## src/itbs_ram.sv

```systemverilog
module itbs_ram #(
   parameter int WIDTH = 8,
   parameter int DEPTH = 16,
   parameter int ADDR_W = (DEPTH > 1) ? $clog2(DEPTH) : 1
) (
   input  logic              clock,
   input  logic              wr_en,
   input  logic [ADDR_W-1:0] wr_addr,
   input  logic [WIDTH-1:0]  wr_data,
   input  logic [ADDR_W-1:0] rd_addr,
   output logic [WIDTH-1:0]  rd_data
);

   logic [WIDTH-1:0] mem_ff [DEPTH];
   logic [WIDTH-1:0] rd_data_ff;

   always_ff @(posedge clock) begin
      if (wr_en) begin
         mem_ff[wr_addr] <= wr_data;
      end
      rd_data_ff <= mem_ff[rd_addr];
   end

   assign rd_data = rd_data_ff;

endmodule

```

## config.mk

```make
export PLATFORM = sky130hd
export DESIGN_NAME = itbs_ram
export DESIGN_NICKNAME = d
export VERILOG_FILES = /design/src/itbs_ram.sv
export SDC_FILE = /design/constraint.sdc
export NUM_CORES = 1
export LEC_CHECK = 0
export BUFFER_PORTS_ARGS = -buffer_cell sky130_fd_sc_hd__buf_4
export CAP_MARGIN = 20
export CORE_MARGIN = 10
export CORE_UTILIZATION = 60
export DETAILED_ROUTE_END_ITERATION = 16
export HOLD_SLACK_MARGIN = 0.08
export PLACE_DENSITY = 0.78
export SETUP_SLACK_MARGIN = 0.02
export SLEW_MARGIN = 20
export SYNTH_ARGS = -nofsm -noshare
export SYNTH_HDL_FRONTEND = slang
export SYNTH_SLANG_ARGS = --single-unit
```

## constraint.sdc

```tcl
create_clock -name clock -period 4.3 [get_ports clock]
set_input_delay 0.86 -clock clock [delete_from_list [all_inputs] [get_ports clock]]
set_output_delay 0.86 -clock clock [all_outputs]
set_load 0.05 [all_outputs]
```

==> results.json, run 1 <==
{
  "status": "complete, no violations",
  "clockBufferDepth": 2,
  "grt_pass1_wl_um": 15200,
  "use_met2_pct": 24.5,
  "met1_usage_pct": 21.3,
  "worst_slack_ps": 2300,
  "drtIter0Drc": 179,
  "synth.avg_cell_area_um2": 22.5,
  "synth_most_common_cell": "edfxtp_1",
  "place_area_um2": 5400,
  "grt_max_degree": 33,
  "synthSimpleGateAreaFrac_pct": 3.18,
  "io_pins": 26,
  "min_from": "wr_data[1]",
  "endpoint_kind": "flop",
  "period_needed_ps": 2000,
  "area_growth_pct": 16.9,
  "whs_endpoint": "mem_ff[4][1]$_DFFE_PP_",
  "synth-adder-area-share_pct": 0,
  "netlist_area_um2": 5150,
  "rrSetupSlack_ps": 2890,
  "tightestPinTransition_ps": 975,
  "die_area_um2": 12700,
  "synthFlopType": "edfxtp_1",
  "diodes": 0,
  "synth.net_count": 247,
  "layout-drive-gt1-share_pct": 28.7,
  "fin_crit_sh_pct": 46.5,
  "hp-class": "input port to flop",
  "postCtsResizedCells": 0,
  "finalHoldViolations": 0,
  "grt_antenna_before_repair": 0,
  "synth_cell_type_count": 19,
  "antenna_left": 0,
  "synth_largest_area_cell": "edfxtp_1",
  "post_cts_buffers": 0,
  "slew_viol_final": 0,
  "async_flop_share_pct": 0,
  "grt_usage_pct": 16.3,
  "wl_per_cell_um": 25.5,
  "yosys_warnings": 0,
  "cts_hold_buf": 0,
  "setup_tns_ps": 0,
  "gp_congestion": 0.767,
  "fp.coreArea_um2": 8300,
  "cp.required_ps": 4690,
  "cts_tree": "done",
  "clock_latency_ps": 510,
  "r2r_start": "mem_ff[1][4]$_DFFE_PP_",
  "clock_sinks": 136,
  "htreeDepth": 4,
  "synth_compound_area_share_pct": 2.33,
  "path_clk_slew_ps": 60,
  "cap_violations": 0,
  "rsz0062_at_grt": "no",
  "final_cell_area_um2": 6020,
  "ir_drop_v": 0.000383,
  "port_buffers": 25,
  "hpwl_um": 5730,
  "synth_edf_count": 128,
  "synthCells": 229,
  "initial_core_util_pct": 62.0,
  "die_w_um": 113,
  "fin_skew_ps": 3.86,
  "reg2reg_to": "rd_data[4]$_DFF_P_",
  "dr.pass1.iters": 5,
  "setup_viol": 0,
  "cts_buffers": 17,
  "ys_top_cells_by_area": "edfxtp_1 (75%), mux4_2 (7.9%), mux4_1 (7.1%), dfxtp_1 (3.1%), a22oi_1 (2.3%)",
  "power_leakage_nw": 2.02,
  "chipHeight_um": 113,
  "gr-total-overflow": 0,
  "power_density_nw_per_um2": 517,
  "synth_seq_cells": 136,
  "ff2ff_path_depth": 3,
  "drc": 0,
  "utilization_pct": 72.5,
  "met3_usage_pct": 5.80,
  "viasPerCell": 6.35,
  "synthXorXnorAreaFrac_pct": 0,
  "rows": 33,
  "top_usage_layer": "met2",
  "crit_path_start_kind": "input port",
  "relSlewSlack_pct": 34.7,
  "cp_max_fo": 32,
  "cts-root-buf": "clkbuf_8",
  "grt_pass1_vias": 2610,
  "fmax_mhz": 500,
  "hold-path-cell-count": 1,
  "hold_slack_ps": 642,
  "ys_seq_area_share_pct": 77.8,
  "worstSetupPathType": "input port to flop",
  "cp_data_arrival_time_ps": 2390,
  "synth.area.mux_share_pct": 15.0,
  "num-nets-final": 284,
  "drt_wl_total_um": 9810,
  "num_vias": 2440,
  "pre_cts_ws_ps": 1580,
  "synth.top_cell.area_share_pct": 74.7,
  "synthTopCellsByCount": "edfxtp_1 (128), mux4_2 (18), a22oi_1 (16)",
  "synth_top_family_by_area": "multiplexers"
}
==> worst max-delay path by stage <==
stage	start	endpoint	slack, ps	depth (start not counted)
5_1_grt	rd_addr[0]	rd_data[2]$_DFF_P_	2220	4
3_5_place_dp	wr_addr[2]	mem_ff[0][2]$_DFFE_PP_	1580	3
4_1_cts	wr_addr[2]	mem_ff[0][1]$_DFFE_PP_	2110	3
2_1_floorplan	wr_addr[2]	mem_ff[0][0]$_DFFE_PP_	1950	2
3_3_place_gp	wr_addr[2]	mem_ff[0][2]$_DFFE_PP_	1690	3
6_report	rd_addr[0]	rd_data[0]$_DFF_P_	2300	4
==> final cells by class <==
type / count / area [µm²]
fillers: 461 / 2280
flip-flops and latches: 136 / 4000
clock inverters: 13 / 168
repair buffers: 28 / 210
well taps: 105 / 131
multi-input cells: 83 / 1060
clock buffers: 19 / 442
==> cell families (layout without fill, tap and decap cells) <==
| logic type | count (synthesis) | count (layout) |
|---|---|---|
| flops | 136 | 136 |
| buf+inv | 10 | 60 |
| simple gates | 35 | 35 |
| mux | 32 | 32 |
| compound gates | 16 | 16 |
==> flip-flops by register name, summed over array words and instances, names as in the netlist <==
name and count:
rd_data 8, mem_ff 128
==> layout by cell type (no fill, tap or decap), drive strengths merged, types with 2 or more instances in the layout <==
| master | netlist | final |
|---|---|---|
| clkinvlp | 0 | 5 |
| nor3 | 4 | 4 |
| mux4 | 32 | 32 |
| clkbuf | 0 | 19 |
| nor2 | 13 | 13 |
| bufinv | 0 | 3 |
| nand2b | 2 | 2 |
| nand3b | 2 | 2 |
| nand2 | 9 | 9 |
| a22oi | 16 | 16 |
| dfxtp | 8 | 8 |
| buf | 7 | 28 |
| edfxtp | 128 | 128 |
| inv | 0 | 4 |
==> report_power, final <==
part / internal, W / switching [W]
Clock: 0.000919 / 0.000532
Sequential: 0.00148 / 0.00000888
Combinational: 0.0000630 / 0.000106
Total: 0.00246 / 0.000647
==> worst max-delay path, cell delays in order <==
cell     delay, ps
buf_4          460
mux4_1         660
a22oi_1        270
nand2_1        110
==> layer usage <==
| metal | part of all wire (%) | wire (µm) |
|---|---|---|
| met4 | 1.7 | 170 |
| met1 | 43 | 4180 |
| met3 | 6.4 | 625 |
| met2 | 49 | 4830 |
| met5 | 0 | 0 |
==> metrics by stage <==
stage                     cells  power [W]
after floorplan             229    0.00162
after global placement      352    0.00168
after detailed placement    352    0.00169
after CTS                   384    0.00313
after global routing        384    0.00320
final                       384    0.00311
Power figures use the tool's default switching activity.
==> run 2: changes to the inputs <==
--- a/config.mk
+++ b/config.mk
@@ -5,6 +5,7 @@
 export SDC_FILE = /design/constraint.sdc
 export NUM_CORES = 1
 export LEC_CHECK = 0
+export ABC_AREA = 1
 export BUFFER_PORTS_ARGS = -buffer_cell sky130_fd_sc_hd__buf_4
 export CAP_MARGIN = 20
 export CORE_MARGIN = 10
==> constraint.sdc (replaced) <==
create_clock -name clock -period 2 [get_ports clock]
set_input_delay 0.4 -clock clock [delete_from_list [all_inputs] [get_ports clock]]
set_output_delay 0.4 -clock clock [all_outputs]
set_load 0.05 [all_outputs]
==> run 2 against run 1 <==
Against the previous run:
- core utilization is 0.70 points lower
- clock skew rose by 3.9 ps
- global-route usage rose by 3.2 points
- worst setup slack got worse by 1800 ps
- non-clock buffer count rose by 15
- highest routed layer unchanged
==> results.json, run 2 <==
{
  "crit_buf_inv": 1,
  "pwr-share-comb_pct": 7.1,
  "synth.top_cell.area_share_pct": 66.7,
  "diodes": 0,
  "fin_crit_sh_pct": 74.2,
  "regMostFlops": "mem_ff",
  "synth.avg_cell_area_um2": 10.5,
  "synthTopCellsByCount": "nand2_1 (173), edfxtp_1 (128), inv_1 (100)",
  "power_leakage_nw": 2.89,
  "clkPwrFrac_pct": 44.8,
  "cp_top_family": "flip-flops",
  "grt_pass1_wl_um": 21000,
  "period_needed_ps": 1480,
  "rows": 35,
  "reg2reg_to": "rd_data[6]$_DFF_P_",
  "final_common_cell": "nand2_1",
  "port_buffers": 25,
  "ys_top_cells_by_area": "edfxtp_1 (67%), nand2_1 (11%), nand3_1 (8.4%), inv_1 (6.5%), dfxtp_1 (2.8%)",
  "synth_cell_type_count": 12,
  "cts_buffers": 17,
  "whs_endpoint": "rd_data[4]$_DFF_P_",
  "worstSetupPathType": "flop to output port",
  "rrSetupSlack_ps": 910,
  "htreeDepth": 4,
  "synthFlopType": "edfxtp_1",
  "yosys_warnings": 0,
  "final_cell_area_um2": 6670,
  "fillers": 609,
  "drt_wl_total_um": 13300,
  "ys_seq_area_share_pct": 69.4,
  "ff2ff_path_depth": 6,
  "utilization_pct": 71.8,
  "setup_viol": 0,
  "synth_largest_area_cell": "edfxtp_1",
  "hp-class": "input port to flop",
  "endpoint_kind": "output port",
  "fin_skew_ps": 7.79,
  "grt_antenna_before_repair": 0,
  "r2r_start": "mem_ff[1][6]$_DFFE_PP_",
  "grt_pass1_vias": 3863,
  "relSlewSlack_pct": 53.6,
  "crit_chain": "buf_4",
  "cp_data_arrival_time_ps": 1080,
  "cap_violations": 0,
  "die_area_um2": 13900,
  "fp.coreArea_um2": 9280,
  "synth_seq_cells": 136,
  "p_int_w": 0.00510,
  "largest_reg_flops": 128,
  "drc": 0,
  "cp.required_ps": 1600,
  "place_area_um2": 6100,
  "post_cts_buffers": 0,
  "gr-total-overflow": 0,
  "clock_sinks": 136,
  "min_from": "rd_addr[3]",
  "switching_share_pct": 23.4,
  "cts_tree": "done",
  "cts_hold_buf": 0,
  "num-nets-final": 607,
  "layout-drive-gt1-share_pct": 12.5,
  "viasPerCell": 5.40,
  "chipHeight_um": 118,
  "status": "complete, no violations",
  "die_w_um": 118,
  "fmax_mhz": 674,
  "hpwl_um": 7630,
  "cpPeakStageDelay_ps": 350,
  "cts-root-buf": "clkbuf_8",
  "synth_edf_count": 128,
  "path_clk_slew_ps": 60,
  "grt_max_degree": 65,
  "io_pins": 26,
  "postCtsResizedCells": 0,
  "wl_per_cell_um": 18.2,
  "power_w": 0.00666,
  "finalHoldViolations": 0,
  "power_switching_w": 0.00156,
  "grt_usage_pct": 19.5,
  "area_growth_pct": 15.6,
  "synthCells": 551,
  "slew_viol_final": 0,
  "drtIter0Drc": 505,
  "gp_congestion": 0.868,
  "p_seq_share_pct": 48.1,
  "async_flop_share_pct": 0,
  "clock_latency_ps": 520,
  "netlist_area_um2": 5770,
  "crit_path_start_kind": "flop",
  "hold-path-cell-count": 3,
  "num_vias": 3950,
  "power_density_nw_per_um2": 999,
  "initial_core_util_pct": 62.1,
  "tightestPinTransition_ps": 693,
  "dr.pass1.iters": 5,
  "cpMaxStageDelayCell": "dfxtp_1",
  "setup_tns_ps": 0,
  "ir_drop_v": 0.000613,
  "synth_most_common_cell": "nand2_1",
  "rsz0062_at_grt": "no",
  "synth.net_count": 569,
  "cp_max_fo": 1,
  "antenna_left": 0,
  "mostFrequentLayoutCells": "nand2_1 (173), edfxtp_1 (128), inv_1 (100)",
  "clockBufferDepth": 2
}
[run 2: final cells by class]
class	instances	area (µm²)	area share (%)
Sequential cell	136	4000	60.1
Multi-Input combinational cell	289	1210	18.2
Tap cell	129	161	2.42
Timing Repair Buffer	43	335	5.03
Inverter	102	383	5.74
Clock buffer	19	422	6.33
Clock inverter	13	148	2.21
[run 2: worst max path at each step]
| stage | to | cells after the start | startpoint | slack [ps] |
|---|---|---|---|---|
| finish | rd_data[3] | 1 | rd_data[3]$_DFF_P_ | 520 |
| global route | rd_data[3] | 1 | rd_data[3]$_DFF_P_ | 490 |
| CTS | rd_data[3] | 1 | rd_data[3]$_DFF_P_ | 500 |
| detailed placement | rd_data[6]$_DFF_P_ | 9 | rd_addr[0] | 370 |
| global placement | rd_data[6]$_DFF_P_ | 5 | rd_addr[2] | 410 |
| floorplan | mem_ff[10][0]$_DFFE_PP_ | 2 | wr_addr[2] | 650 |
[run 2: routing by layer]
layer / track usage [%] / vias to the layer above / wire length (µm)
li1: - / 1851 / -
met1: 23.8 / 1839 / 5000
met2: 32.2 / 231 / 6650
met3: 4.36 / 29 / 1270
met4: 8.89 / 0 / 378
met5: 0 / - / 0
[run 2: cell families (layout without fill, tap and decap cells)]
family | Yosys count | after routing | synth area share, %
AND/OR/NAND/NOR | 289 | 289 | 21.0
flip-flops | 136 | 136 | 69.4
buffers and inverters | 126 | 177 | 9.52
[run 2: per-stage QoR]
| stage | setup slack [ps] | cells | hold WS (ps) |
|---|---|---|---|
| 6_report | 515 | 731 | 226 |
| 5_1_grt | 495 | 731 | 218 |
| 4_1_cts | 502 | 731 | 213 |
| 3_5_place_dp | 371 | 699 | 660 |
| 3_3_place_gp | 411 | 699 | 652 |
| 2_1_floorplan | 649 | 551 | 499 |
[run 2: power groups by stage]
stage	sequential [W]	clock (W)	combinational, W
floorplan	0.00333	0	0.000225
global placement	0.00326	0	0.000449
detailed placement	0.00326	0	0.000462
CTS	0.00320	0.00299	0.000470
global route	0.00321	0.00312	0.000514
finish	0.00320	0.00299	0.000471
